`src/hdl/mced_pkg.sv`:
```
// Shared types and constants for the mouse click event detector.
// Used by mced_cfg, mced_eval and mouse_click_event_detector; depends on nothing.

package mced_pkg;

    // Event codes reported with each item on the result channel.
    typedef enum logic [2:0] {
        EVK_RELEASED = 3'd0,
        EVK_MOVED    = 3'd1,
        EVK_RIGHT    = 3'd2,
        EVK_LEFT     = 3'd3,
        EVK_DOUBLE   = 3'd4
    } t_evk;

    // Configuration register indexes (byte address is four times the index).
    typedef enum logic [1:0] {
        REG_DOUBLE_WINDOW = 2'd0,
        REG_FIRST_REPEAT  = 2'd1,
        REG_NEXT_REPEAT   = 2'd2
    } t_reg_idx;

    localparam int unsigned MAX_EVENTS = 4;
    localparam int unsigned TICK_W     = 32;
    localparam int unsigned DELAY_W    = 16;
    localparam int unsigned POS_W      = 8;
    localparam int unsigned CNT_W      = 3;
    localparam int unsigned PADDR_W    = 4;
    localparam int unsigned PDATA_W    = 32;

    localparam logic [DELAY_W-1:0] DOUBLE_WINDOW_RST = 16'd5;
    localparam logic [DELAY_W-1:0] FIRST_REPEAT_RST  = 16'd7;
    localparam logic [DELAY_W-1:0] NEXT_REPEAT_RST   = 16'd1;

    // One poll of the mouse.
    typedef struct packed {
        logic [TICK_W-1:0] tick_now;
        logic [POS_W-1:0]  pos_x;
        logic [POS_W-1:0]  pos_y;
        logic              released;
        logic              left_down;
        logic              right_down;
    } t_in_item;

    // One mouse event.
    typedef struct packed {
        logic [2:0]       event_kind;
        logic [POS_W-1:0] event_x;
        logic [POS_W-1:0] event_y;
        logic             last_event;
    } t_out_item;

    // Event held in the result buffer, before the last flag is attached.
    typedef struct packed {
        t_evk             kind;
        logic [POS_W-1:0] x;
        logic [POS_W-1:0] y;
    } t_evt;

    // All events that one poll produces, packed from slot 0 upward.
    typedef struct packed {
        logic [CNT_W-1:0]           count;
        t_evt [MAX_EVENTS-1:0]      ev;
    } t_evt_set;

    // Timing registers.
    typedef struct packed {
        logic [DELAY_W-1:0] double_window;
        logic [DELAY_W-1:0] first_repeat;
        logic [DELAY_W-1:0] next_repeat;
    } t_cfg;

    function automatic t_evt mk_evt(t_evk kind, logic [POS_W-1:0] x, logic [POS_W-1:0] y);
        t_evt e;
        e.kind = kind;
        e.x    = x;
        e.y    = y;
        return e;
    endfunction

endpackage

```
`src/hdl/mced_cfg.sv`:
```
// APB register file holding the three timing registers of the detector.
// Depends on mced_pkg for the register indexes, widths and reset values.

module mced_cfg (
    input  logic                              i_clk,
    input  logic                              i_rst_n,
    input  logic                              psel,
    input  logic                              penable,
    input  logic                              pwrite,
    input  logic [mced_pkg::PADDR_W-1:0]      paddr,
    input  logic [mced_pkg::PDATA_W-1:0]      pwdata,
    output logic [mced_pkg::PDATA_W-1:0]      prdata,
    output logic                              pready,
    output mced_pkg::t_cfg                    o_cfg
);

    mced_pkg::t_cfg r_cfg;
    logic           wr_en;
    logic [1:0]     reg_idx;

    assign pready  = 1'b1;
    assign wr_en   = psel && penable && pwrite;
    assign reg_idx = paddr[3:2];

    // Register writes; an address past the last register is ignored.
    always_ff @(posedge i_clk) begin
        if (!i_rst_n) begin
            r_cfg.double_window <= mced_pkg::DOUBLE_WINDOW_RST;
            r_cfg.first_repeat  <= mced_pkg::FIRST_REPEAT_RST;
            r_cfg.next_repeat   <= mced_pkg::NEXT_REPEAT_RST;
        end else if (wr_en) begin
            case (reg_idx)
                mced_pkg::REG_DOUBLE_WINDOW: begin
                    r_cfg.double_window <= pwdata[mced_pkg::DELAY_W-1:0];
                end
                mced_pkg::REG_FIRST_REPEAT: begin
                    r_cfg.first_repeat <= pwdata[mced_pkg::DELAY_W-1:0];
                end
                mced_pkg::REG_NEXT_REPEAT: begin
                    r_cfg.next_repeat <= pwdata[mced_pkg::DELAY_W-1:0];
                end
                default: begin
                end
            endcase
        end
    end

    // Read data, zero extended.
    always_comb begin
        case (reg_idx)
            mced_pkg::REG_DOUBLE_WINDOW: begin
                prdata = mced_pkg::PDATA_W'(r_cfg.double_window);
            end
            mced_pkg::REG_FIRST_REPEAT: begin
                prdata = mced_pkg::PDATA_W'(r_cfg.first_repeat);
            end
            mced_pkg::REG_NEXT_REPEAT: begin
                prdata = mced_pkg::PDATA_W'(r_cfg.next_repeat);
            end
            default: begin
                prdata = '0;
            end
        endcase
    end

    assign o_cfg = r_cfg;

endmodule

```
`src/hdl/mced_eval.sv`:
```
// Poll evaluator: holds position, press and timer state and turns one poll
// into up to four events. Depends on mced_pkg for item, event and config types.

module mced_eval (
    input  logic                 i_clk,
    input  logic                 i_rst_n,
    input  logic                 i_load,
    input  mced_pkg::t_in_item   i_item,
    input  mced_pkg::t_cfg       i_cfg,
    output mced_pkg::t_evt_set   o_set
);

    // Position and press state.
    logic [mced_pkg::POS_W-1:0]   r_cur_x, n_cur_x;
    logic [mced_pkg::POS_W-1:0]   r_cur_y, n_cur_y;
    logic                         r_seen, n_seen;
    logic [mced_pkg::POS_W-1:0]   r_press_x, n_press_x;
    logic [mced_pkg::POS_W-1:0]   r_press_y, n_press_y;
    logic                         r_press_vld, n_press_vld;

    // Double-click timer (0) and repeat-delay timer (1). An elapsed timer
    // behaves like a stopped one, so one running bit covers both.
    logic                         r_t0_on, n_t0_on;
    logic [mced_pkg::TICK_W-1:0]  r_t0_start, n_t0_start;
    logic [mced_pkg::TICK_W-1:0]  r_t0_end, n_t0_end;
    logic                         r_t1_on, n_t1_on;
    logic [mced_pkg::TICK_W-1:0]  r_t1_start, n_t1_start;
    logic [mced_pkg::TICK_W-1:0]  r_t1_end, n_t1_end;
    logic [mced_pkg::DELAY_W-1:0] r_rep_wait, n_rep_wait;

    mced_pkg::t_evt_set           evs;

    // Evaluate one poll in event order: release, move, right, left.
    always_comb begin
        logic [mced_pkg::TICK_W-1:0] now;
        logic [mced_pkg::CNT_W-1:0]  k;
        logic                        same;
        logic                        t0_gone;
        logic                        t1_gone;

        now = i_item.tick_now;
        k   = '0;

        n_cur_x     = r_cur_x;
        n_cur_y     = r_cur_y;
        n_seen      = r_seen;
        n_press_x   = r_press_x;
        n_press_y   = r_press_y;
        n_press_vld = r_press_vld;
        n_t0_on     = r_t0_on;
        n_t0_start  = r_t0_start;
        n_t0_end    = r_t0_end;
        n_t1_on     = r_t1_on;
        n_t1_start  = r_t1_start;
        n_t1_end    = r_t1_end;
        n_rep_wait  = r_rep_wait;
        evs         = '0;

        // Release: report the old position and open the double-click window.
        if (i_item.released) begin
            n_t0_on    = 1'b1;
            n_t0_start = now;
            n_t0_end   = now + mced_pkg::TICK_W'(i_cfg.double_window);
            n_t1_on    = 1'b0;
            evs.ev[k[1:0]] = mced_pkg::mk_evt(mced_pkg::EVK_RELEASED, r_cur_x, r_cur_y);
            k = k + 1'b1;
        end

        // Move: any change of cell, or the very first poll.
        if (!r_seen || i_item.pos_x != r_cur_x || i_item.pos_y != r_cur_y) begin
            n_cur_x = i_item.pos_x;
            n_cur_y = i_item.pos_y;
            n_seen  = 1'b1;
            evs.ev[k[1:0]] = mced_pkg::mk_evt(mced_pkg::EVK_MOVED, i_item.pos_x,
                                              i_item.pos_y);
            k = k + 1'b1;
        end

        // Right button held.
        if (i_item.right_down) begin
            evs.ev[k[1:0]] = mced_pkg::mk_evt(mced_pkg::EVK_RIGHT, i_item.pos_x,
                                              i_item.pos_y);
            k = k + 1'b1;
        end

        // Left button: double click, auto-repeat, or a new press.
        same    = r_press_vld && i_item.pos_x == r_press_x && i_item.pos_y == r_press_y;
        t0_gone = (now < n_t0_start) || (now >= n_t0_end);
        t1_gone = (now < r_t1_start) || (now >= r_t1_end);
        if (i_item.left_down) begin
            if (same) begin
                if (n_t0_on && !t0_gone) begin
                    n_t0_on = 1'b0;
                    evs.ev[k[1:0]] = mced_pkg::mk_evt(mced_pkg::EVK_DOUBLE, i_item.pos_x,
                                                      i_item.pos_y);
                    k = k + 1'b1;
                end else begin
                    // Any double-click window has run out or was never opened.
                    n_t0_on = 1'b0;
                    if (!(n_t1_on && !t1_gone)) begin
                        n_t1_on    = 1'b1;
                        n_t1_start = now;
                        n_t1_end   = now + mced_pkg::TICK_W'(r_rep_wait);
                        n_rep_wait = i_cfg.next_repeat;
                        evs.ev[k[1:0]] = mced_pkg::mk_evt(mced_pkg::EVK_LEFT, i_item.pos_x,
                                                          i_item.pos_y);
                        k = k + 1'b1;
                    end
                end
            end else begin
                n_t0_on     = 1'b0;
                n_t1_on     = 1'b1;
                n_t1_start  = now;
                n_t1_end    = now + mced_pkg::TICK_W'(i_cfg.first_repeat);
                n_rep_wait  = i_cfg.next_repeat;
                n_press_x   = i_item.pos_x;
                n_press_y   = i_item.pos_y;
                n_press_vld = 1'b1;
                evs.ev[k[1:0]] = mced_pkg::mk_evt(mced_pkg::EVK_LEFT, i_item.pos_x,
                                                  i_item.pos_y);
                k = k + 1'b1;
            end
        end else begin
            n_rep_wait = i_cfg.first_repeat;
        end

        evs.count = k;
    end

    // Control state, updated only when a poll is evaluated.
    always_ff @(posedge i_clk) begin
        if (!i_rst_n) begin
            r_seen      <= 1'b0;
            r_press_vld <= 1'b0;
            r_t0_on     <= 1'b0;
            r_t1_on     <= 1'b0;
            r_rep_wait  <= mced_pkg::FIRST_REPEAT_RST;
            r_cur_x     <= '0;
            r_cur_y     <= '0;
            r_press_x   <= '0;
            r_press_y   <= '0;
        end else if (i_load) begin
            r_seen      <= n_seen;
            r_press_vld <= n_press_vld;
            r_t0_on     <= n_t0_on;
            r_t1_on     <= n_t1_on;
            r_rep_wait  <= n_rep_wait;
            r_cur_x     <= n_cur_x;
            r_cur_y     <= n_cur_y;
            r_press_x   <= n_press_x;
            r_press_y   <= n_press_y;
        end
    end

    // Timer bounds only matter while the matching timer runs.
    always_ff @(posedge i_clk) begin
        if (i_load) begin
            r_t0_start <= n_t0_start;
            r_t0_end   <= n_t0_end;
            r_t1_start <= n_t1_start;
            r_t1_end   <= n_t1_end;
        end
    end

    assign o_set = evs;

endmodule

```
`src/hdl/mouse_click_event_detector.sv`:
```
// Top level of the mouse click event detector: input register, result buffer,
// APB register file and poll evaluator. Depends on mced_pkg, mced_cfg, mced_eval.

// Each accepted poll lands in an input register and is evaluated as soon
// as the result buffer is empty or hands over its last event. A poll yields
// zero to four events, which leave the result buffer one per cycle while
// the output is not stalled. The first event passes through the input
// register and the result buffer before it reaches the output. The input
// register takes the next poll while events of the previous one are still
// being delivered. Timing registers are to be written over APB only while
// the block is idle; the block itself does not enforce this. Double-click
// window is at 0x0, first repeat delay at 0x4, later repeat delay at 0x8,
// each 16 bits in the low half.

module mouse_click_event_detector (
    input  logic                              i_clk,
    input  logic                              i_rst_n,
    // Poll channel
    input  logic                              i_in_valid,
    output logic                              o_in_stall,
    input  mced_pkg::t_in_item                i_in_data,
    // Event channel
    output logic                              o_out_valid,
    input  logic                              i_out_stall,
    output mced_pkg::t_out_item               o_out_data,
    // Register port
    input  logic                              psel,
    input  logic                              penable,
    input  logic                              pwrite,
    input  logic [mced_pkg::PADDR_W-1:0]      paddr,
    input  logic [mced_pkg::PDATA_W-1:0]      pwdata,
    output logic [mced_pkg::PDATA_W-1:0]      prdata,
    output logic                              pready
);

    mced_pkg::t_cfg                             cfg;
    mced_pkg::t_evt_set                         evs;

    logic                                       r_in_valid;
    mced_pkg::t_in_item                         r_in;
    mced_pkg::t_evt [mced_pkg::MAX_EVENTS-1:0]  r_ev;
    logic [mced_pkg::CNT_W-1:0]                 r_left;

    logic in_take;
    logic out_take;
    logic buf_free;
    logic load;

    mced_cfg u_cfg (
        .i_clk   (i_clk),
        .i_rst_n (i_rst_n),
        .psel    (psel),
        .penable (penable),
        .pwrite  (pwrite),
        .paddr   (paddr),
        .pwdata  (pwdata),
        .prdata  (prdata),
        .pready  (pready),
        .o_cfg   (cfg)
    );

    mced_eval u_eval (
        .i_clk   (i_clk),
        .i_rst_n (i_rst_n),
        .i_load  (load),
        .i_item  (r_in),
        .i_cfg   (cfg),
        .o_set   (evs)
    );

    // Handshakes: the buffer takes a new poll once it is drained or draining.
    assign out_take   = o_out_valid && !i_out_stall;
    assign buf_free   = (r_left == '0) || (r_left == mced_pkg::CNT_W'(1) && out_take);
    assign load       = r_in_valid && buf_free;
    assign o_in_stall = r_in_valid && !load;
    assign in_take    = i_in_valid && !o_in_stall;

    // Input register.
    always_ff @(posedge i_clk) begin
        if (!i_rst_n) begin
            r_in_valid <= 1'b0;
        end else if (in_take) begin
            r_in_valid <= 1'b1;
        end else if (load) begin
            r_in_valid <= 1'b0;
        end
    end

    always_ff @(posedge i_clk) begin
        if (in_take) begin
            r_in <= i_in_data;
        end
    end

    // Result buffer count.
    always_ff @(posedge i_clk) begin
        if (!i_rst_n) begin
            r_left <= '0;
        end else if (load) begin
            r_left <= evs.count;
        end else if (out_take) begin
            r_left <= r_left - 1'b1;
        end
    end

    // Result buffer contents; events shift toward slot 0 as they leave.
    always_ff @(posedge i_clk) begin
        if (load) begin
            r_ev <= evs.ev;
        end else if (out_take) begin
            for (int i = 0; i < mced_pkg::MAX_EVENTS - 1; i++) begin
                r_ev[i] <= r_ev[i+1];
            end
        end
    end

    // Event channel outputs.
    assign o_out_valid           = (r_left != '0);
    assign o_out_data.event_kind = r_ev[0].kind;
    assign o_out_data.event_x    = r_ev[0].x;
    assign o_out_data.event_y    = r_ev[0].y;
    assign o_out_data.last_event = (r_left == mced_pkg::CNT_W'(1));

    // The buffer never holds more events than one poll can produce.
    a_left_bound: assert property (@(posedge i_clk) disable iff (!i_rst_n)
        r_left <= mced_pkg::CNT_W'(mced_pkg::MAX_EVENTS))
        else $error("result buffer count out of range");

    // A poll is only evaluated into an empty or draining buffer.
    a_load_free: assert property (@(posedge i_clk) disable iff (!i_rst_n)
        load |-> (r_left == '0 || (r_left == mced_pkg::CNT_W'(1) && out_take)))
        else $error("poll evaluated over pending events");

    // After the last event of a poll leaves with nothing new loaded, output goes idle.
    a_last_idle: assert property (@(posedge i_clk) disable iff (!i_rst_n)
        (out_take && o_out_data.last_event && !load) |=> !o_out_valid)
        else $error("event delivered after the last event of a poll");

    // Input stall only while a poll waits in the input register.
    a_stall_held: assert property (@(posedge i_clk) disable iff (!i_rst_n)
        o_in_stall |-> r_in_valid)
        else $error("input stalled with empty input register");

endmodule
```
`config.mk`:
```
export PLATFORM = sky130hd
export DESIGN_NAME = mouse_click_event_detector
export DESIGN_NICKNAME = d
export VERILOG_FILES = /design/src/hdl/mced_pkg.sv /design/src/hdl/mced_cfg.sv /design/src/hdl/mced_eval.sv /design/src/hdl/mouse_click_event_detector.sv
export SDC_FILE = /design/constraint.sdc
export NUM_CORES = 1
export LEC_CHECK = 0
export BUFFER_PORTS_ARGS = -buffer_cell sky130_fd_sc_hd__buf_2
export CAP_MARGIN = 20
export CORE_MARGIN = 1.5
export CORE_UTILIZATION = 55
export CTS_BUF_LIST = sky130_fd_sc_hd__clkbuf_8 sky130_fd_sc_hd__clkbuf_16
export DETAILED_ROUTE_END_ITERATION = 8
export PLACE_DENSITY_LB_ADDON = 0.25
export SLEW_MARGIN = 20
export SYNTH_ARGS = -nofsm -noshare
export SYNTH_HDL_FRONTEND = slang
export SYNTH_SLANG_ARGS = --single-unit
```
`constraint.sdc`:
```
create_clock -name i_clk -period 7.05 [get_ports i_clk]
set_input_delay 0.3525 -clock i_clk [delete_from_list [all_inputs] [get_ports i_clk]]
set_output_delay 0.3525 -clock i_clk [all_outputs]
set_load 0.02 [all_outputs]
```
==> reports/metrics.yaml, run 1 <==
status: "completed"
cts_root_buf: "clkbuf_16"
place_hpwl_um: 32600
postCtsSetupBuffers: 0
start_kind: "register"
path_clk_slew_ps: 60
synthTopCellsByArea: "edfxtp_1, ha_1, dfxtp_1"
fp.dieW_um: 197
grt_pass1_wl_um: 77700
ys_seq_elements: 359
hp-class: "input pin to register"
track_usage_pct: 25.4
drc: 0
path_delay_family: "simple AND/OR/NAND/NOR gates"
grt_setup_unrepaired: "false"
drt-initial-drc-count: 869
synth_edf_count: 255
seq_area_um2: 9740
critPathKind: "register to register"
diodes: 0
std_cell_rows: 70
portBuffers: 113
ys_seq_area_share_pct: 47.1
worst_ep_required_time_ps: 7320
swShare_pct: 32.1
worstPathArrival_ps: 6590
via_per_inst: 5.80
first_pass_iters: 6
overflow: 0
critPathCaptureType: "register"
async_flop_share_pct: 0
die_h_um: 197
setup_tns_ps: 0
synth.distinct_cells: 73
synthFlopType: "edfxtp_1"
wl_per_cell_um: 18.5
path_buf_inv: 1
power_frac_comb_pct: 27.3
num_io_pins: 149
slew_headroom_pct: 28.4
p_int_mw: 4.96
path_max_fanout: 18
r2r-start: "r_in[21]$_DFFE_PP_"
synthCells: 2007
critPathSlowestCell: "a311oi_2"
ant_nets: 0
drt-total-wl_um: 48800
fin_crit_sh_pct: 89.6
skew_ps: 30.0
dieArea_um2: 38700
crit_chain: "ha_1, o21ai_0, o21ai_0, a2111oi_0, nor2_1, a21oi_1, a311oi_2, nor2b_1, mux2_2, ha_1, nand4_1, or4_1, a21oi_1, o21a_1, a21oi_2, nand2_1, o21ai_0, nor2_4, buf_4"
drv_cap: 0
hold_violations: 0
antenna_found_initial: 0
syn2layout_area_growth_pct: 13.4
clock-sinks: 359
core_area_um2: 36800
fin_crit_ps: 6320
cp_common_cell: "o21ai_0"
pwr-share-seq_pct: 43.1
setup.worst_path.start: "r_in[21]$_DFFE_PP_"
cts-hold-fix-buffers: 52
grt_start_max_net_pins: 107
cts_buffer_depth: 3
cts_tree: "built"
max_stage_delay_ps: 690
start_util_pct: 56.2
synth_top_area_share_pct: 37.1
cts_resized: 0
grt_pass1_vias: 14900
fillers: 2987
avgSynthCellArea_um2: 10.3
gp_congestion: 0.875
synth_warnings: 0
yosys.area.top_type: "edfxtp_1"
worstMarginPinSlew_ps: 1070
max_freq_mhz: 158
finalSetupViolations: 0
clkLatencyLatePin_ps: 580
syn_area_um2: 20700
slew_violations: 0
pwr_density_cell_nw_per_um2: 312
fin_nets: 2404
p_clk_share_pct: 29.5
p_sw_mw: 2.35
finalPower_mw: 7.30
synth_most_common_cell: "nand2_1"
peakVddDrop_uv: 184
worstHoldStart: "pwdata[1]"
synth.top_cells.by_count: "nand2_1, edfxtp_1, ha_1"
vias: 15300
numCtsBuffers: 40
total_leakage_power_nw: 9.80
cts_max_level: 2
drive_above_1_share_pct: 13.4
multi_input_area_um2: 9870
-- sequential cells by signal, summed over array words and instances (netlist names), 3 cells and up --
| register | cells |
|---|---|
| u_eval.r_t1_start | 32 |
| o_out_data | 19 |
| u_eval.r_rep_wait | 16 |
| r_left | 3 |
| u_eval.r_t1_end | 32 |
| u_eval.r_cur_y | 8 |
| u_eval.r_press_y | 8 |
| u_eval.r_press_x | 8 |
| u_cfg.o_cfg | 48 |
| u_eval.r_t0_end | 32 |
| r_in | 51 |
| r_ev | 57 |
| u_eval.r_t0_start | 32 |
| u_eval.r_cur_x | 8 |
-- area by class of cell --
cell class	count	area share, %
inverter	137	2.21
clock inverter	29	1.24
multi-input combinational	1402	42.2
timing repair buffer	196	5.74
sequential	359	41.6
clock buffer	45	4.57
tap	468	2.50
-- stage by stage --
step | util [%] | area [um2] | instances | setup slack, ps | hold WS [ps]
6_report | 63.7 | 23400 | 2636 | 731 | 41.0
5_1_grt | 63.7 | 23400 | 2636 | 310 | 35.1
4_1_cts | 63.6 | 23400 | 2636 | 754 | 16.9
3_5_place_dp | 58.5 | 21500 | 2510 | 804 | 473
3_3_place_gp | 58.5 | 21500 | 2509 | 507 | 465
2_1_floorplan | - | 20700 | 2022 | 705 | 451
-- routing by layer --
metal | vias to the layer above | track usage (%) | part of all wire [%]
met2 | 408 | 42.4 | 48
met4 | 0 | 11.0 | 3.7
met3 | 102 | 3.17 | 4.7
met1 | 7378 | 33.2 | 44
met5 | - | 0 | 0
li1 | 7404 | - | -
-- cells by family after synthesis --
group,synth area share (%)
AND/OR/NAND/NOR,13.8
AO/OA/AOI/OAI,13.1
flip-flops,47.1
buffers and inverters,5.54
adder cells (fa/ha/maj),10.6
multiplexers,6.63
XOR/XNOR,3.18
other,0.0364
-- power groups by stage --
stage | Combinational (mW) | Clock [mW] | Sequential (mW)
global placement | 1.88 | 0 | 3.17
finish | 2.00 | 2.16 | 3.15
detailed placement | 1.96 | 0 | 3.19
CTS | 2.00 | 2.19 | 3.15
global route | 2.25 | 2.27 | 3.20
floorplan | 1.55 | 0 | 3.11
-- cells in the final DEF, fill, tap and decap left out, types with 9 or more instances in the layout --
cell           instances
edfxtp_1             255
nor2_1                51
buf_4                 29
and3_1                41
nand4_1               29
mux2_2                38
dlygate4sd3_1         52
xor2_1                26
inv_1                140
nor2b_1               42
xnor2_1               49
nor3_1                28
conb_1                17
a211oi_1              15
mux2i_1               94
dfxtp_1              104
buf_2                113
o31ai_1                9
a21boi_0              68
nand3_1               38
a31oi_1               14
or3_1                 16
o21a_1                13
a21oi_1              123
o21ai_0               82
o21ai_2               10
a21o_1                22
clkinv_2              10
nand2_1              293
clkbuf_16             40
ha_1                 171
-- worst paths after layout --
kind / endpoint / slack [ps] / depth (start not counted)
min reg2reg: u_eval.r_press_x[6]$_SDFFE_PN0P_ / 480 / 2
max: u_eval.r_t1_start[6]$_DFFE_PP_ / 730 / 19
max reg2reg: u_eval.r_t1_start[6]$_DFFE_PP_ / 730 / 19
min: u_cfg.o_cfg[17]$_SDFFE_PN1P_ / 40 / 3
-- worst min-delay path: cells and delay by family --
kind | cells | cell delay (ps)
buffers and inverters | 1 | 100
and+or+nand+nor | 2 | 110
Note: power is estimated with default switching activity, not from simulation.
==> run 2, diff against run 1 <==
- RECOVER_POWER: not set -> 25
==> run 2 against run 1 <==
Against the previous run:
- sequential share of layout area rose by 0.15 points
- the run now ends with capacitance limit, slew limit left
- maximum frequency shrank 2.3%
- largest power group unchanged
- die area did not move
- non-clock buffer count unchanged
==> reports/metrics.yaml, run 2 (synthesized netlist as in run 1, its figures left out) <==
status: "finished, violations left"
violations: "capacitance limit, slew limit"
critPathKind: "register to register"
drive_above_1_share_pct: 11.4
pwr_density_cell_nw_per_um2: 312
std_cell_rows: 70
critPathCaptureType: "register"
largest_reg_flops: 57
fin_crit_sh_pct: 91.8
fp.dieW_um: 197
drt-total-wl_um: 48800
hold_violations: 0
grtUsageMet1_pct: 33.2
first_pass_iters: 5
numCtsBuffers: 40
power_frac_comb_pct: 27.1
fin_util_pct: 63.4
crit_chain: "clkbuf_1, fa_1, a211oi_1, o21ai_1, nand2_1, a2111oi_2, o31ai_1, a211oi_2, and2b_1, mux2_2, ha_1, nand4_1, or4_1, a21oi_1, o21a_1, a21oi_2, nand2_1, o21ai_0, nor2_4, buf_4"
overflow: 0
antenna_found_initial: 0
gp_congestion: 0.875
total_leakage_power_nw: 9.66
cts_max_level: 2
vias: 15300
drt-initial-drc-count: 865
p_sw_mw: 2.35
cp_common_cell: "nand2_1"
p_int_mw: 4.93
syn2layout_area_growth_pct: 12.9
ant_nets: 0
critPathSlowestCell: "a211oi_2"
grt_start_max_net_pins: 107
fin_crit_ps: 6470
path_max_fanout: 18
pwr-share-seq_pct: 43.3
setup_tns_ps: 0
drv_cap: 2
fin_nets: 2404
hp-class: "input pin to register"
drc: 0
max_freq_mhz: 155
path_clk_slew_ps: 60
num_io_pins: 149
max_stage_delay_ps: 730
place_hpwl_um: 32600
portBuffers: 113
dieArea_um2: 38700
worstMarginPinSlew_ps: 2150
core_area_um2: 36800
cts_root_buf: "clkbuf_16"
largest_register: "r_ev"
grt_use_met2_pct: 42.4
grt_setup_unrepaired: "false"
use_met3_pct: 3.17
wl_per_cell_um: 18.5
finalSetupViolations: 0
cts_tree: "built"
worst_ep_required_time_ps: 7320
die_h_um: 197
skew_ps: 27.4
grt_pass1_wl_um: 77700
clkLatencyLatePin_ps: 580
swShare_pct: 32.3
slew_headroom_pct: -43.2
r2r-start: "r_in[20]$_DFFE_PP_"
mostFrequentLayoutCell: "nand2_1"
diodes: 0
cts_resized: 0
p_clk_share_pct: 29.6
layout_common_cells: "nand2_1, edfxtp_1, ha_1, inv_1, a21oi_1"
peakVddDrop_uv: 185
worstPathArrival_ps: 6740
setup.worst_path.start: "r_in[20]$_DFFE_PP_"
slew_violations: 56
worstHoldStart: "pwdata[1]"
track_usage_pct: 25.4
grt_pass1_vias: 14900
postCtsSetupBuffers: 0
top_usage_layer: "met2"
via_per_inst: 5.81
cts_buffer_depth: 3
start_kind: "register"
start_util_pct: 56.2
clock-sinks: 359
run 2: per-layer routing:
metal | vias up | routed length, um
met5 | - | 0
met4 | 0 | 1840
met3 | 101 | 2600
met2 | 460 | 23300
met1 | 7341 | 21100
li1 | 7402 | -
run 2: layout make-up:
type | count | area, um2
Fill cell | 3022 | 13500
Multi-Input combinational cell | 1402 | 9870
Sequential cell | 359 | 9740
Timing Repair Buffer | 196 | 1260
Clock buffer | 45 | 1070
Tap cell | 468 | 586
Inverter | 137 | 517
Clock inverter | 29 | 290
run 2: path summary, 6_finish.rpt:
check,end,slack [ps],depth (start not counted)
hold reg to reg,u_eval.r_press_x[6]$_SDFFE_PN0P_,480,2
setup / recovery,u_eval.r_t1_start[6]$_DFFE_PP_,580,20
hold / removal,u_cfg.o_cfg[17]$_SDFFE_PN1P_,40,3
setup reg to reg,u_eval.r_t1_start[6]$_DFFE_PP_,580,20
run 2: repair_timing:
item	in CTS	in global routing
hold buffers	52	0
hold endpoints to repair	52	0
endpoints found under the setup margin	0	0
run 2: metrics by stage:
stage | power (mW) | setup WS [ps] | area (um2) | instances | hold WS [ps]
2_1_floorplan | 4.65 | 705 | 20700 | 2022 | 451
3_3_place_gp | 5.05 | 507 | 21500 | 2509 | 465
3_5_place_dp | 5.15 | 804 | 21500 | 2510 | 473
4_1_cts | 7.34 | 754 | 23400 | 2636 | 16.9
5_1_grt | 7.70 | 255 | 23300 | 2636 | 35.1
6_report | 7.28 | 579 | 23300 | 2636 | 39.3
run 2: power groups by stage:
stage	Sequential, mW	Clock, mW	Combinational, mW
final	3.15	2.16	1.97
after floorplan	3.11	0	1.55
after global placement	3.17	0	1.88
after detailed placement	3.19	0	1.96
after CTS	3.15	2.19	2.00
after global routing	3.20	2.27	2.23
run 2: critical path, delay by kind of cell (launching register included):
family	cells	cell delay, ps
flip-flops	1	360
buffers and inverters	2	730
AO/OA/AOI/OAI	9	2320
adder cells (fa/ha/maj)	2	640
AND/OR/NAND/NOR	6	1740
multiplexers	1	350
==> run 3, diff against run 2 <==
- HOLD_SLACK_MARGIN: not set -> 0.02
- clock period: 7.05 -> 5.4 ns (I/O delays scaled with it)
==> run 3 against run 2 <==
Against the previous run:
- the run still ends with capacitance limit, slew limit left
- register-to-register slack got worse by 400 ps
- critical endpoint is now u_eval.r_t1_end[26]$_DFFE_PP_
- non-clock buffer count increased by 84
- final cell count increased by 3.3%
- power increased by 33%
- clock power increased by 29%
- via count increased by 2.3%
- first-iteration DRC count increased by 23%
- critical path type unchanged
==> reports/metrics.yaml, run 3 (synthesized netlist as in run 1, its figures left out) <==
path_clk_slew_ps: 70
cts_tree: "built"
drv_cap: 1
place_ws_ps: -15.2
mostFrequentLayoutCell: "nand2_1"
largest_register: "r_ev"
drt-initial-drc-count: 1067
vias: 15700
dieArea_um2: 38700
num_io_pins: 149
max_freq_mhz: 192
seq_area_um2: 9740
hp-class: "input pin to register"
ant_nets: 0
finalPower_mw: 9.67
diodes: 0
track_usage_pct: 26.5
critPathSlowestCell: "or4_4"
finalSetupViolations: 0
total_leakage_power_nw: 10.1
gp_congestion: 0.875
fin_nets: 2489
cts_root_buf: "clkbuf_16"
wl_per_cell_um: 19.1
worstPathArrival_ps: 5500
max_stage_delay_ps: 550
worst_ep_required_time_ps: 5680
largest_reg_flops: 57
r2r-start: "u_cfg.o_cfg[34]$_SDFFE_PN1P_"
fin_crit_sh_pct: 96.7
reg2regPathDepth: 24
first_pass_iters: 7
violations: "capacitance limit, slew limit"
peakVddDrop_uv: 304
syn2layout_area_growth_pct: 18.0
antenna_found_initial: 0
fillers: 2851
slew_headroom_pct: -4.32
std_cell_rows: 70
grt_pass1_wl_um: 80900
drt-total-wl_um: 51900
numCtsBuffers: 41
start_util_pct: 56.2
fp.dieW_um: 197
drc: 0
skew_ps: 26.7
pwr_density_cell_nw_per_um2: 397
cts_buffer_depth: 3
crit_chain: "buf_12, ha_4, buf_4, a211oi_2, o21ai_2, nand2_2, a2111oi_4, o31ai_4, a211oi_4, and2b_2, mux2_4, ha_4, nand4_1, or4_4, a21oi_2, o21a_1, buf_6, a21oi_4, buf_6, nand2_4, o21ai_4, nor2_4, buf_12, clkbuf_16"
core_area_um2: 36800
worstMarginPinSlew_ps: 1560
die_h_um: 197
place_hpwl_um: 34600
cts_max_level: 2
critPathCaptureType: "register"
slew_violations: 23
grt_pass1_vias: 15500
worst-r2r-setup-slack_ps: 180
path_max_fanout: 8
layout_common_cells: "nand2_1, edfxtp_1, ha_1, inv_1, a21oi_1"
portBuffers: 113
overflow: 0
grt_start_max_net_pins: 73
clock-sinks: 359
status: "finished, violations left"
drive_above_1_share_pct: 15.4
critPathKind: "register to register"
hold_depth: 5
setup_ws_ps: 180
min_to: "r_left[2]$_SDFFE_PN0P_"
worstHoldStart: "i_out_stall"
fin_crit_ps: 5220
start_kind: "register"
hold_violations: 0
r2r-end: "u_eval.r_t1_end[26]$_DFFE_PP_"
clkLatencyLatePin_ps: 580
multi_input_area_um2: 10100
via_per_inst: 5.75
run 3: how the worst max path moves through the flow:
stage | from | endpoint | slack (ps)
6_report | u_cfg.o_cfg[34]$_SDFFE_PN1P_ | u_eval.r_t1_end[26]$_DFFE_PP_ | 180
5_1_grt | r_in[20]$_DFFE_PP_ | u_eval.r_t1_end[26]$_DFFE_PP_ | -40
4_1_cts | u_cfg.o_cfg[32]$_SDFFE_PN1P_ | r_ev[41]$_DFFE_PP_ | 10
3_5_place_dp | u_cfg.o_cfg[32]$_SDFFE_PN1P_ | u_eval.r_rep_wait[9]$_SDFFE_PN0P_ | -20
3_3_place_gp | r_in[22]$_DFFE_PP_ | u_eval.r_rep_wait[7]$_SDFFE_PN0P_ | 80
2_1_floorplan | r_in[20]$_DFFE_PP_ | u_eval.r_t1_end[0]$_DFFE_PP_ | 20
run 3: layout make-up:
| cell class | instances | share of cell area [%] |
|---|---|---|
| clock buffers | 44 | 4.38 |
| clock inverters | 32 | 1.11 |
| inverters | 137 | 2.12 |
| multi-input cells | 1402 | 41.5 |
| flip-flops and latches | 359 | 40.0 |
| well taps | 468 | 2.40 |
| repair buffers | 280 | 8.53 |
run 3: repair_timing:
item	in CTS	in global routing
resized for setup	2	35
pin swaps	1	11
endpoints found under the hold margin	99	0
hold buffers	68	0
endpoints found under the setup margin	78	160
gates cloned	0	5
setup buffers	1	8
run 3: per-layer routing:
layer / track usage [%] / part of all wire [%] / wire (um)
met1: 33.5 / 42 / 21800
met5: 0 / 0 / 0
met3: 3.01 / 4.7 / 2410
met2: 45.2 / 49 / 25400
met4: 13.2 / 4.4 / 2260
run 3: through the flow:
| step | cells | cell area [um2] | setup TNS [ps] | utilization [%] | hold slack, ps |
|---|---|---|---|---|---|
| 2_1_floorplan | 2022 | 20800 | 0 | - | 369 |
| 3_3_place_gp | 2564 | 22100 | 0 | 60.0 | 447 |
| 3_5_place_dp | 2565 | 22100 | -45.8 | 60.1 | 448 |
| 4_1_cts | 2710 | 24100 | 0 | 65.6 | 145 |
| 5_1_grt | 2722 | 24400 | -2140 | 66.3 | 178 |
| 6_report | 2722 | 24400 | 0 | 66.3 | 153 |
run 3: power breakdown:
group / switching, mW / internal [mW] / leakage [nW]
Sequential: 0.274 / 3.79 / 3.25
Clock: 1.20 / 1.59 / 0.685
Combinational: 1.72 / 1.10 / 6.20
run 3: worst max-delay path, delay by kind of cell (launching register included):
family | cells | cell delay [ps]
multiplexers | 1 | 310
AND/OR/NAND/NOR | 6 | 1260
flip-flops | 1 | 330
AO/OA/AOI/OAI | 9 | 1650
adder cells (fa/ha/maj) | 2 | 520
buffers and inverters | 6 | 850
